File: src/rtl/mbrx_pkg.sv
`timescale 1ns / 1ps

package mbrx_pkg;

  // longest frame the index can track before it wraps
  localparam int FrameMax  = 256;
  localparam int IdxW      = $clog2(FrameMax);

  localparam logic [15:0] CrcInit = 16'hFFFF;
  localparam logic [15:0] CrcPoly = 16'hA001;

  localparam logic [7:0] CodeRead      = 8'd3;
  localparam logic [7:0] CodeWriteOne  = 8'd6;
  localparam logic [7:0] CodeWriteMany = 8'd16;

  // byte positions inside the request
  localparam int IdxSlave  = 0;
  localparam int IdxFunc   = 1;
  localparam int IdxAddrHi = 2;
  localparam int IdxAddrLo = 3;
  localparam int IdxQtyHi  = 4;
  localparam int IdxQtyLo  = 5;
  localparam int IdxCount  = 6;
  localparam int ShortLast = 7;
  localparam int ManyExtra = 8;

  typedef enum logic [1:0] {
    ERR_NONE = 2'd0,
    ERR_CRC  = 2'd1,
    ERR_CMD  = 2'd2
  } err_e;

  // register map, byte address is 4 * index
  localparam logic [2:0] AddrSlave = 3'd0;
  localparam logic [2:0] AddrFlash = 3'd4;

  typedef struct packed {
    logic [7:0]  function_code;
    logic        is_broadcast;
    logic [15:0] start_address;
    logic [15:0] quantity_or_value;
    logic [7:0]  frame_length;
    err_e        error_code;
    logic        flash_update_request;
  } rslt_t;

  // one byte through the reflected crc-16, lsb first
  function automatic logic [15:0] crc_fold(input logic [15:0] crc, input logic [7:0] b);
    logic [15:0] c;
    c = crc ^ {8'h00, b};
    for (int k = 0; k < 8; k++) begin
      if (c[0]) begin
        c = (c >> 1) ^ CrcPoly;
      end else begin
        c = c >> 1;
      end
    end
    return c;
  endfunction

endpackage

File: src/rtl/mbrx_deframer.sv
`timescale 1ns / 1ps

module mbrx_deframer (
  input  logic              clk_i,
  input  logic              rst_ni,
  input  logic              byte_vld_i,
  input  logic [7:0]        byte_i,
  input  logic [7:0]        slave_addr_i,
  input  logic [15:0]       flash_addr_i,
  output logic              done_o,
  output mbrx_pkg::rslt_t   rslt_o
);

  localparam int IdxW = mbrx_pkg::IdxW;

  logic [IdxW-1:0] idx_q, idx_d;
  logic [7:0]      func_q, func_d;
  logic [15:0]     crc_q, crc_d;
  logic [15:0]     addr_q, addr_d;
  logic [15:0]     qty_q, qty_d;
  logic [7:0]      cnt_q, cnt_d;
  logic            bcast_q, bcast_d;

  logic [15:0]     crc_in, crc_new;
  logic [IdxW:0]   idx_inc;
  logic [8:0]      idx_ext, many_end, len_full;
  logic            code_ok, addr_ok;

  assign crc_in   = (idx_q == IdxW'(mbrx_pkg::IdxSlave)) ? mbrx_pkg::CrcInit : crc_q;
  assign crc_new  = mbrx_pkg::crc_fold(crc_in, byte_i);
  assign idx_inc  = (IdxW + 1)'(idx_q) + (IdxW + 1)'(1);
  assign idx_ext  = 9'(idx_q);
  assign many_end = 9'(cnt_d) + 9'(mbrx_pkg::ManyExtra);
  assign len_full = idx_ext + 9'd1;
  assign code_ok  = (byte_i == mbrx_pkg::CodeRead) || (byte_i == mbrx_pkg::CodeWriteOne) ||
                    (byte_i == mbrx_pkg::CodeWriteMany);
  assign addr_ok  = (byte_i == slave_addr_i) || (byte_i == 8'd0);

  always_comb begin
    idx_d   = idx_q;
    func_d  = func_q;
    crc_d   = crc_q;
    addr_d  = addr_q;
    qty_d   = qty_q;
    cnt_d   = cnt_q;
    bcast_d = bcast_q;
    done_o  = 1'b0;

    if (byte_vld_i) begin
      if (idx_q == IdxW'(mbrx_pkg::IdxSlave)) begin
        // foreign station bytes are dropped silently
        if (addr_ok) begin
          bcast_d = (byte_i == 8'd0);
          crc_d   = crc_new;
          idx_d   = IdxW'(mbrx_pkg::IdxFunc);
        end
      end else if (idx_q == IdxW'(mbrx_pkg::IdxFunc)) begin
        if (code_ok) begin
          func_d = byte_i;
          crc_d  = crc_new;
          idx_d  = IdxW'(mbrx_pkg::IdxAddrHi);
        end else begin
          idx_d = '0;
          crc_d = mbrx_pkg::CrcInit;
        end
      end else begin
        crc_d = crc_new;
        if (idx_q == IdxW'(mbrx_pkg::IdxAddrHi)) addr_d[15:8] = byte_i;
        if (idx_q == IdxW'(mbrx_pkg::IdxAddrLo)) addr_d[7:0]  = byte_i;
        if (idx_q == IdxW'(mbrx_pkg::IdxQtyHi))  qty_d[15:8]  = byte_i;
        if (idx_q == IdxW'(mbrx_pkg::IdxQtyLo))  qty_d[7:0]   = byte_i;
        if (idx_q == IdxW'(mbrx_pkg::IdxCount))  cnt_d        = byte_i;

        if (idx_q != IdxW'(mbrx_pkg::IdxAddrHi)) begin
          if (func_q == mbrx_pkg::CodeWriteMany) begin
            done_o = (idx_ext >= 9'(mbrx_pkg::ShortLast)) && (idx_ext == many_end);
          end else begin
            done_o = (idx_q == IdxW'(mbrx_pkg::ShortLast));
          end
        end

        if (done_o || (idx_inc >= (IdxW + 1)'(mbrx_pkg::FrameMax))) begin
          idx_d = '0;
          crc_d = mbrx_pkg::CrcInit;
        end else begin
          idx_d = idx_inc[IdxW-1:0];
        end
      end
    end
  end

  always_comb begin
    rslt_o.function_code        = func_q;
    rslt_o.is_broadcast         = bcast_q;
    rslt_o.start_address        = addr_d;
    rslt_o.quantity_or_value    = qty_d;
    rslt_o.frame_length         = len_full[8] ? 8'hFF : len_full[7:0];
    rslt_o.error_code           = mbrx_pkg::ERR_NONE;
    rslt_o.flash_update_request = 1'b0;
    if (crc_new != 16'h0000) begin
      rslt_o.error_code = mbrx_pkg::ERR_CRC;
    end else if (func_q == mbrx_pkg::CodeWriteMany) begin
      if ((addr_d == flash_addr_i) && (qty_d == 16'd1)) begin
        rslt_o.flash_update_request = 1'b1;
      end else begin
        rslt_o.error_code = mbrx_pkg::ERR_CMD;
      end
    end
  end

  always_ff @(posedge clk_i or negedge rst_ni) begin
    if (!rst_ni) begin
      idx_q   <= '0;
      func_q  <= mbrx_pkg::CodeRead;
      crc_q   <= mbrx_pkg::CrcInit;
      addr_q  <= '0;
      qty_q   <= '0;
      cnt_q   <= '0;
      bcast_q <= 1'b0;
    end else begin
      idx_q   <= idx_d;
      func_q  <= func_d;
      crc_q   <= crc_d;
      addr_q  <= addr_d;
      qty_q   <= qty_d;
      cnt_q   <= cnt_d;
      bcast_q <= bcast_d;
    end
  end

endmodule

File: src/rtl/modbus_rtu_slave_frame_receiver.sv
`timescale 1ns / 1ps

// modbus rtu slave request deframer: takes one received serial byte per
// cycle on the slave stream, filters frames for the own station address (or
// broadcast 0) with function code 3, 6 or 16, runs the modbus crc-16 over the
// whole frame and sends one result per completed frame on the master stream.
// a byte goes through an input register, then the frame tracker and crc
// update (one unrolled byte step) into the result register, and a new byte
// is taken every cycle as long as the result register is free or being
// drained; only a result held back by the sink stalls input.
// config registers (apb): 0x0 slave_address, 0x4 flash_connect_address;
// write them only while no frame is in flight.

module modbus_rtu_slave_frame_receiver (
  input  logic        clk_i,
  input  logic        rst_ni,
  // request bytes in
  input  logic        s_axis_tvalid,
  output logic        s_axis_tready,
  input  logic [7:0]  s_axis_tdata,   // [7:0] rx_byte
  // frame results out
  output logic        m_axis_tvalid,
  input  logic        m_axis_tready,
  // [7:0] function_code, [23:8] start_address, [39:24] quantity_or_value,
  // [47:40] frame_length, [49:48] error_code, [50] flash_update_request
  output logic [55:0] m_axis_tdata,
  output logic        m_axis_tuser,   // [0] is_broadcast
  // config port
  input  logic        psel,
  input  logic        penable,
  input  logic        pwrite,
  input  logic [2:0]  paddr,
  input  logic [31:0] pwdata,
  output logic [31:0] prdata,
  output logic        pready
);

  // config registers
  logic [7:0]  slave_addr_q;
  logic [15:0] flash_addr_q;
  logic        cfg_wr;

  assign pready = 1'b1;
  assign cfg_wr = psel && penable && pwrite && pready;

  always_ff @(posedge clk_i or negedge rst_ni) begin
    if (!rst_ni) begin
      slave_addr_q <= 8'd1;
      flash_addr_q <= 16'd0;
    end else if (cfg_wr) begin
      // decode on the word bit only, low address bits are ignored
      if (paddr[2] == mbrx_pkg::AddrFlash[2]) begin
        flash_addr_q <= pwdata[15:0];
      end else begin
        slave_addr_q <= pwdata[7:0];
      end
    end
  end

  always_comb begin
    if (paddr[2] == mbrx_pkg::AddrFlash[2]) begin
      prdata = {16'd0, flash_addr_q};
    end else begin
      prdata = {24'd0, slave_addr_q};
    end
  end

  // input register
  logic       in_vld_q;
  logic [7:0] in_byte_q;
  logic       advance;

  // the tracked byte moves on when the result slot is free or draining
  assign advance       = in_vld_q && (!m_axis_tvalid || m_axis_tready);
  assign s_axis_tready = !in_vld_q || advance;

  always_ff @(posedge clk_i or negedge rst_ni) begin
    if (!rst_ni) begin
      in_vld_q <= 1'b0;
    end else if (s_axis_tready) begin
      in_vld_q <= s_axis_tvalid;
    end
  end

  always_ff @(posedge clk_i) begin
    if (s_axis_tvalid && s_axis_tready) begin
      in_byte_q <= s_axis_tdata;
    end
  end

  // frame tracker and crc
  logic            frame_done;
  mbrx_pkg::rslt_t rslt;

  mbrx_deframer u_deframer (
    .clk_i        (clk_i),
    .rst_ni       (rst_ni),
    .byte_vld_i   (advance),
    .byte_i       (in_byte_q),
    .slave_addr_i (slave_addr_q),
    .flash_addr_i (flash_addr_q),
    .done_o       (frame_done),
    .rslt_o       (rslt)
  );

  // result register
  logic            out_vld_q;
  mbrx_pkg::rslt_t out_q;

  always_ff @(posedge clk_i or negedge rst_ni) begin
    if (!rst_ni) begin
      out_vld_q <= 1'b0;
    end else if (advance && frame_done) begin
      out_vld_q <= 1'b1;
    end else if (m_axis_tready) begin
      out_vld_q <= 1'b0;
    end
  end

  always_ff @(posedge clk_i) begin
    if (advance && frame_done) begin
      out_q <= rslt;
    end
  end

  assign m_axis_tvalid = out_vld_q;
  assign m_axis_tuser  = out_q.is_broadcast;
  assign m_axis_tdata  = {5'd0,
                          out_q.flash_update_request,
                          out_q.error_code,
                          out_q.frame_length,
                          out_q.quantity_or_value,
                          out_q.start_address,
                          out_q.function_code};

  // a result only ever carries an accepted function code
  assert property (@(posedge clk_i) disable iff (!rst_ni)
    out_vld_q |-> (out_q.function_code == mbrx_pkg::CodeRead) ||
                  (out_q.function_code == mbrx_pkg::CodeWriteOne) ||
                  (out_q.function_code == mbrx_pkg::CodeWriteMany))
    else $error("result with unsupported function code");

  // flash request only on a clean multi-write
  assert property (@(posedge clk_i) disable iff (!rst_ni)
    (out_vld_q && out_q.flash_update_request) |->
      (out_q.error_code == mbrx_pkg::ERR_NONE) &&
      (out_q.function_code == mbrx_pkg::CodeWriteMany))
    else $error("flash request on a bad frame");

  // input stalls only behind a held result
  assert property (@(posedge clk_i) disable iff (!rst_ni)
    !s_axis_tready |-> (in_vld_q && out_vld_q && !m_axis_tready))
    else $error("input stalled without a held result");

  // a held result is not overwritten
  assert property (@(posedge clk_i) disable iff (!rst_ni)
    (out_vld_q && !m_axis_tready) |=> out_vld_q && $stable(out_q))
    else $error("held result changed");

endmodule

File: config.mk
export PLATFORM = sky130hd
export DESIGN_NAME = modbus_rtu_slave_frame_receiver
export DESIGN_NICKNAME = d
export VERILOG_FILES = /design/src/rtl/mbrx_pkg.sv /design/src/rtl/mbrx_deframer.sv /design/src/rtl/modbus_rtu_slave_frame_receiver.sv
export SDC_FILE = /design/constraint.sdc
export NUM_CORES = 1
export LEC_CHECK = 0
export ABC_AREA = 1
export BUFFER_PORTS_ARGS = -buffer_cell sky130_fd_sc_hd__buf_2
export CAP_MARGIN = 5
export CELL_PAD_IN_SITES_DETAIL_PLACEMENT = 2
export CELL_PAD_IN_SITES_GLOBAL_PLACEMENT = 2
export CORE_MARGIN = 2
export CORE_UTILIZATION = 23
export CTS_BUF_LIST = sky130_fd_sc_hd__clkbuf_16
export CTS_CLUSTER_SIZE = 40
export DETAILED_ROUTE_END_ITERATION = 10
export HOLD_SLACK_MARGIN = 0.15
export PLACE_DENSITY = 0.62
export SLEW_MARGIN = 10
export SYNTH_ARGS = -nofsm -noshare
export SYNTH_HDL_FRONTEND = slang
export SYNTH_SLANG_ARGS = --single-unit
File: constraint.sdc
create_clock -name clk_i -period 6.1 [get_ports clk_i]
set_input_delay 1.22 -clock clk_i [delete_from_list [all_inputs] [get_ports clk_i]]
set_output_delay 1.22 -clock clk_i [all_outputs]
set_load 0.05 [all_outputs]
==> impl_metrics.py, run 1 <==
metrics = {
    "yosys": {
        "synth_area_per_cell_um2": 9.62,
        "synth_seq_area_share_pct": 56.2,
        "syn_area_um2": 7650,
        "synth_ff_type": "dfrtp_1",
        "synth-edff-count": 60,
        "yosysMostFrequentCell": "nand2_1",
        "synth_cell_types": 52,
        "synth_top_area_share_pct": 26.2,
        "synth_area_leaders": "dfrtp_1 (26%), edfxtp_1 (24%), nand2_1 (8.8%), dfstp_2 (6.5%), o21ai_0 (4.6%)",
        "synthTopCellsByCount": "nand2_1 (179), inv_1 (88), dfrtp_1 (80), nor2_1 (78), o21ai_0 (71)",
        "postSynthCellCount": 795,
        "synth.largest_area_cell": "dfrtp_1",
        "synthArstFlopShare_pct": 62.3,
        "ys_seq_elements": 159,
        "ys_warn_count": 0,
    },
    "die": {
        "ios": 142,
        "fp-row-count": 66,
        "die_area_um2": 34700,
        "dieWidth_um": 186,
        "start_util_pct": 23.5,
        "coreArea_um2": 32600,
        "dieHeight_um": 186,
    },
    "grt": {
        "grt_max_degree": 59,
        "grt_pass1_wl_um": 37100,
        "first_global_vias": 6251,
        "antenna_found_initial": 0,
        "grt_util_all_layers_pct": 13.7,
        "grt.overflow.total": 0,
    },
    "pwr": {
        "p_sw_mw": 2.02,
        "power_frac_comb_pct": 42.0,
        "p_per_area_nw_per_um2": 515,
        "clockPowerShare_pct": 23.5,
        "pwr-share-seq_pct": 34.5,
        "leakage_nw": 4.16,
        "power.internal_mw": 2.69,
        "netSwitchingFraction_pct": 42.9,
        "ir_worst_vdd_v": 0.000196,
    },
    "drt": {
        "wl_met3_um": 538,
        "met2_length_um": 11700,
        "drtAntennaViolNets": 0,
        "routed.top_layer": "met4",
        "vias": 5641,
        "firstDrtPassIters": 5,
        "wire_per_inst_um": 17.0,
        "drc": 0,
        "routed_wl_um": 23000,
        "viasPerCell": 4.17,
        "drt_iter0_markers": 258,
        "wl_met1_um": 10600,
    },
    "worst_setup_path": {
        "startpoint_type": "input pin",
        "worst_path_max_delay_cell": "buf_4",
        "critPathMaxFanout": 52,
        "crit_type": "input pin to register",
        "required_ps": 6160,
        "path_cells": "buf_2 > inv_1 > nand2_1 > nand2_1 > buf_4 > inv_1 > nand2_1 > nand2_1 > inv_1 > ha_1 > xnor2_1 > o31ai_1 > a21oi_1 > nand3_1 > nor3_2 > nand2_1 > nand2_2 > nand2_4 > nor3_4 > buf_4",
        "path_common_cell": "nand2_1",
        "cp-end-kind": "register",
        "crit_arrival_ps": 4290,
        "slowest_delay_ps": 590,
        "cp_top_family": "buffers and inverters",
        "path_buf_inv": 6,
    },
    "layout": {
        "fin_nets": 955,
        "drive_above_1_share_pct": 23.2,
        "nFillCells": 3663,
        "syn2layout_area_growth_pct": 19.6,
        "diodes": 0,
    },
    "clock_tree": {
        "clock-root-buffer": "clkbuf_16",
        "ctsLongestPathBuffers": 2,
        "clkTransAtPathRegs_ps": 60,
        "cts_buffers": 17,
        "cts.sink_count": 159,
        "cts_tree": "built",
        "cts_setup_buffers": 0,
        "ctsResizeCount": 0,
        "htree_levels": 4,
        "cts_hold_buf": 0,
        "clk_latency_ps": 430,
    },
    "sta": {
        "fin_ws_ps": 1870,
        "period_share_pct": 69.4,
        "maxSlewHeadroom_pct": 42.6,
        "grt_setup_unrepaired": "no",
        "period_needed_ps": 4230,
        "finalSetupTns_ps": 0,
        "finalMaxSlewViolations": 0,
        "setup_viol": 0,
        "max_freq_mhz": 236,
        "hold_viol": 0,
        "tightest_slew_ps": 859,
        "fin_worst_skew_ps": 14.8,
    },
    "place": {
        "gp_congestion": 0.735,
        "port_buffers": 101,
        "hpwl_um": 16900,
        "dp_slack_ps": 1410,
    },
    "status": {
        "status": "finished clean",
    },
    "job": {
        "maxCapViolCount": 0,
    },
    "hold_path": {
        "min_path_type": "register to register",
    },
}
==> worst paths after layout <==
kind,from,to,slack (ps),cells past startpoint
max,m_axis_tready,m_axis_tdata[33],1870,20
min,u_deframer.func_q[5],m_axis_tdata[5],450,0
max reg2reg,u_deframer.idx_q[0],m_axis_tdata[49],1960,23
min reg2reg,u_deframer.func_q[5],m_axis_tdata[5],450,0
max in group asynchronous,rst_ni,u_deframer.addr_q[3],4080,2
min in group asynchronous,rst_ni,flash_addr_q[13],870,1
==> layer usage <==
| layer | global-route usage (%) | vias to the layer above |
|---|---|---|
| li1 | - | 2714 |
| met3 | 2.16 | 12 |
| met5 | 0 | - |
| met1 | 18.1 | 2835 |
| met2 | 23.7 | 80 |
| met4 | 3.32 | 0 |
==> through the flow <==
| step | hold WS (ps) | power (mW) | area, um2 | instances | utilization [%] |
|---|---|---|---|---|---|
| 3_3_place_gp | 436 | 3.59 | 8550 | 1322 | 26.2 |
| 3_5_place_dp | 438 | 3.66 | 8550 | 1322 | 26.2 |
| 6_report | 450 | 4.72 | 9150 | 1354 | 28.1 |
| 2_1_floorplan | 425 | 3.13 | 7730 | 815 | - |
| 5_1_grt | 462 | 5.10 | 9150 | 1354 | 28.1 |
| 4_1_cts | 455 | 4.82 | 9150 | 1354 | 28.1 |
==> kinds of logic after synthesis <==
family	after synthesis	synth area share [%]
AOI/OAI and AO/OA	101	7.29
xor gates and xnor gates	43	5.36
adders and majority gates	6	0.981
buffers and inverters	136	8.36
DFF	159	56.2
muxes	7	1.03
other	2	0.0982
and+or+nand+nor	341	20.6
==> registers in the layout, summed over array words and instances, names as in the netlist, 16 cells and up <==
signal             cells
m_axis_tdata          51
flash_addr_q          16
u_deframer.addr_q     16
u_deframer.crc_q      16
u_deframer.qty_q      16
==> power groups by stage <==
stage | clock, mW | sequential [mW] | combinational [mW]
3_3_place_gp | 0 | 1.64 | 1.95
4_1_cts | 1.14 | 1.63 | 2.04
2_1_floorplan | 0 | 1.68 | 1.45
6_report | 1.11 | 1.63 | 1.98
5_1_grt | 1.18 | 1.66 | 2.26
3_5_place_dp | 0 | 1.65 | 2.01
==> area by class of cell <==
cell class                      instances  area [um2]  share of cell area [%]
Timing Repair Buffer                  105         538                    5.88
Inverter                               96         363                    3.96
Clock inverter                         15         175                    1.91
Sequential cell                       159        4300                    47.0
Clock buffer                           17         425                    4.65
Multi-Input combinational cell        520        2800                    30.5
Tap cell                              442         553                    6.04
==> layout by cell type, fill, tap and decap left out, types with 5 or more instances in the layout <==
cell	synthesis	routed
dfstp_2	19	19
inv_2	5	5
conb_1	2	22
nor3_1	9	8
buf_4	23	5
o21ai_1	9	9
nand2_4	6	6
nand3_1	24	24
inv_1	88	88
nor4_1	6	6
edfxtp_1	60	60
nand2_1	179	179
dfrtp_1	80	80
xor2_1	32	32
mux2_2	7	7
a21oi_2	9	9
clkbuf_16	0	17
xnor2_1	8	8
nor2_1	78	78
o21ai_0	71	71
ha_1	6	6
nand4_1	8	8
or2_2	6	6
buf_2	2	100
Power figures use the tool's default switching activity.
==> inputs of run 2 (changes only) <==
- clock period: 6.1 -> 3.7 ns (I/O delays scaled with it)
==> run 2 against run 1 <==
Total power increased by 80%. Sequential cell count unchanged. Core utilization increased by 1.7 points. Clock skew decreased by 2.1 ps. Final area increased by 6.1%. Final cell count increased by 3.6%. Register-to-register slack got worse by 1800 ps. Largest cell class unchanged. Sequential share of layout area decreased by 2.7 points.
==> impl_metrics.py, run 2 (synthesized netlist as in run 1, its figures left out) <==
metrics = {
    "pwr": {
        "ir_worst_vdd_v": 0.000442,
        "pwr-share-seq_pct": 31.3,
        "leakage_nw": 4.44,
        "power.internal_mw": 4.82,
        "power_frac_comb_pct": 47.2,
        "p_sw_mw": 3.65,
        "clockPowerShare_pct": 21.5,
        "netSwitchingFraction_pct": 43.1,
        "p_total_mw": 8.47,
        "p_per_area_nw_per_um2": 872,
    },
    "sta": {
        "setup_viol": 0,
        "fin_worst_skew_ps": 12.7,
        "hold_viol": 0,
        "period_needed_ps": 3500,
        "tightest_slew_ps": 876,
        "finalMaxSlewViolations": 0,
        "fin_ws_ps": 204,
        "max_freq_mhz": 286,
        "period_share_pct": 94.5,
        "finalSetupTns_ps": 0,
        "hold_ws_ps": 322,
        "maxSlewHeadroom_pct": 41.5,
    },
    "place": {
        "gp_congestion": 0.741,
        "hpwl_um": 17400,
        "port_buffers": 101,
        "place_area_um2": 8960,
        "dp_slack_ps": -96.0,
        "numPlacedInstances": 1363,
    },
    "clock_tree": {
        "cts_hold_buf": 0,
        "cts.sink_count": 159,
        "clkTransAtPathRegs_ps": 70,
        "cts_buffers": 17,
        "cts_tree": "built",
        "ctsLongestPathBuffers": 2,
        "htree_levels": 4,
        "clock-root-buffer": "clkbuf_16",
        "clk_latency_ps": 440,
    },
    "drt": {
        "drtAntennaViolNets": 0,
        "routed_wl_um": 23500,
        "vias": 5818,
        "drc": 0,
        "met2_length_um": 11700,
        "firstDrtPassIters": 4,
        "drt_iter0_markers": 266,
        "viasPerCell": 4.15,
        "routed.top_layer": "met4",
        "wl_met1_um": 11000,
        "wire_per_inst_um": 16.8,
        "wl_met3_um": 577,
    },
    "die": {
        "coreArea_um2": 32600,
        "fp-row-count": 66,
        "die_area_um2": 34700,
        "ios": 142,
        "start_util_pct": 23.5,
        "dieWidth_um": 186,
        "dieHeight_um": 186,
    },
    "worst_setup_path": {
        "crit_type": "register to register",
        "critPathMaxFanout": 7,
        "required_ps": 3890,
        "cp-end-kind": "register",
        "startpoint_type": "register",
        "crit_arrival_ps": 3690,
    },
    "grt": {
        "grt.overflow.total": 0,
        "grt_max_degree": 48,
        "grt_pass1_wl_um": 37000,
        "antenna_found_initial": 1,
        "first_global_vias": 6453,
        "grt_util_all_layers_pct": 13.8,
    },
    "layout": {
        "largest_register_ffs": 51,
        "syn2layout_area_growth_pct": 27.0,
        "diodes": 0,
        "final_cell_mix": "nand2_1 (171), buf_2 (100), inv_1 (82)",
        "fin_nets": 1004,
        "final_util_pct": 29.8,
        "drive_above_1_share_pct": 30.2,
        "final_cells": 1403,
        "final_common_cell": "nand2_1",
        "design_area_um2": 9710,
    },
    "status": {
        "status": "finished clean",
    },
    "hold_path": {
        "min_path_type": "input pin to async pin",
    },
    "job": {
        "maxCapViolCount": 0,
    },
}
run 2: cell types whose count changed in the layout (fill, tap and decap cells not counted), sizes merged:
cell,previous run,this run
bufinv,2,0
clkinv,8,11
buf,105,154
clkinvlp,1,0
run 2: path summary, 6_finish.rpt:
kind	start	slack, ps	end	cells after the start
worst max-delay path	u_deframer.idx_q[1]	200	m_axis_tdata[48]	21
worst min-delay path	rst_ni	320	flash_addr_q[10]	1
worst max register to register	u_deframer.idx_q[1]	200	m_axis_tdata[48]	21
worst min register to register	u_deframer.func_q[6]	460	m_axis_tdata[6]	0
max in group asynchronous	rst_ni	2630	in_vld_q	2
min in group clk_i	u_deframer.func_q[6]	460	m_axis_tdata[6]	0
run 2: worst max-delay path, cell delays in order, from the launching register on:
cell,delay (ps)
dfrtp_1,390
inv_2,100
ha_4,160
nand2_4,70
nor2_8,170
nor2_2,70
xor2_2,200
xnor2_2,250
xor2_1,280
nand3_2,140
nand2_2,90
nand2_1,60
nand2_2,100
inv_2,50
ha_4,260
inv_1,60
xor2_1,170
nor3_1,150
nand3_1,130
nor2_2,170
buf_4,130
nand2_1,50
run 2: repair_timing:
action | in CTS | in global routing
pin swaps | 2 | 20
cloned | 0 | 0
buffers inserted | 1 | 7
resized for setup | 4 | 14
endpoints found under the setup margin | 3 | 3
run 2: power by group through the flow:
stage | clock network [mW] | registers (mW) | logic [mW]
after floorplan | 0 | 2.78 | 2.44
after global placement | 0 | 2.67 | 3.68
after detailed placement | 0 | 2.69 | 3.79
after CTS | 1.88 | 2.66 | 3.87
after global routing | 1.94 | 2.71 | 4.50
final | 1.82 | 2.65 | 4.00
run 2: area by class of cell:
class                   count  area [um2]
clock inverters            15         194
inverters                  96         373
repair buffers            154         931
clock buffers              17         425
flip-flops and latches    159        4300
well taps                 442         553
fillers                  3666       22900
multi-input cells         520        2930
run 2: per-layer routing:
layer  up-vias  global-route usage, %
met5         -                      0
met4         0                   3.78
met3        10                   2.29
met2        78                   23.4
met1      2918                   18.2
li1       2812                      -
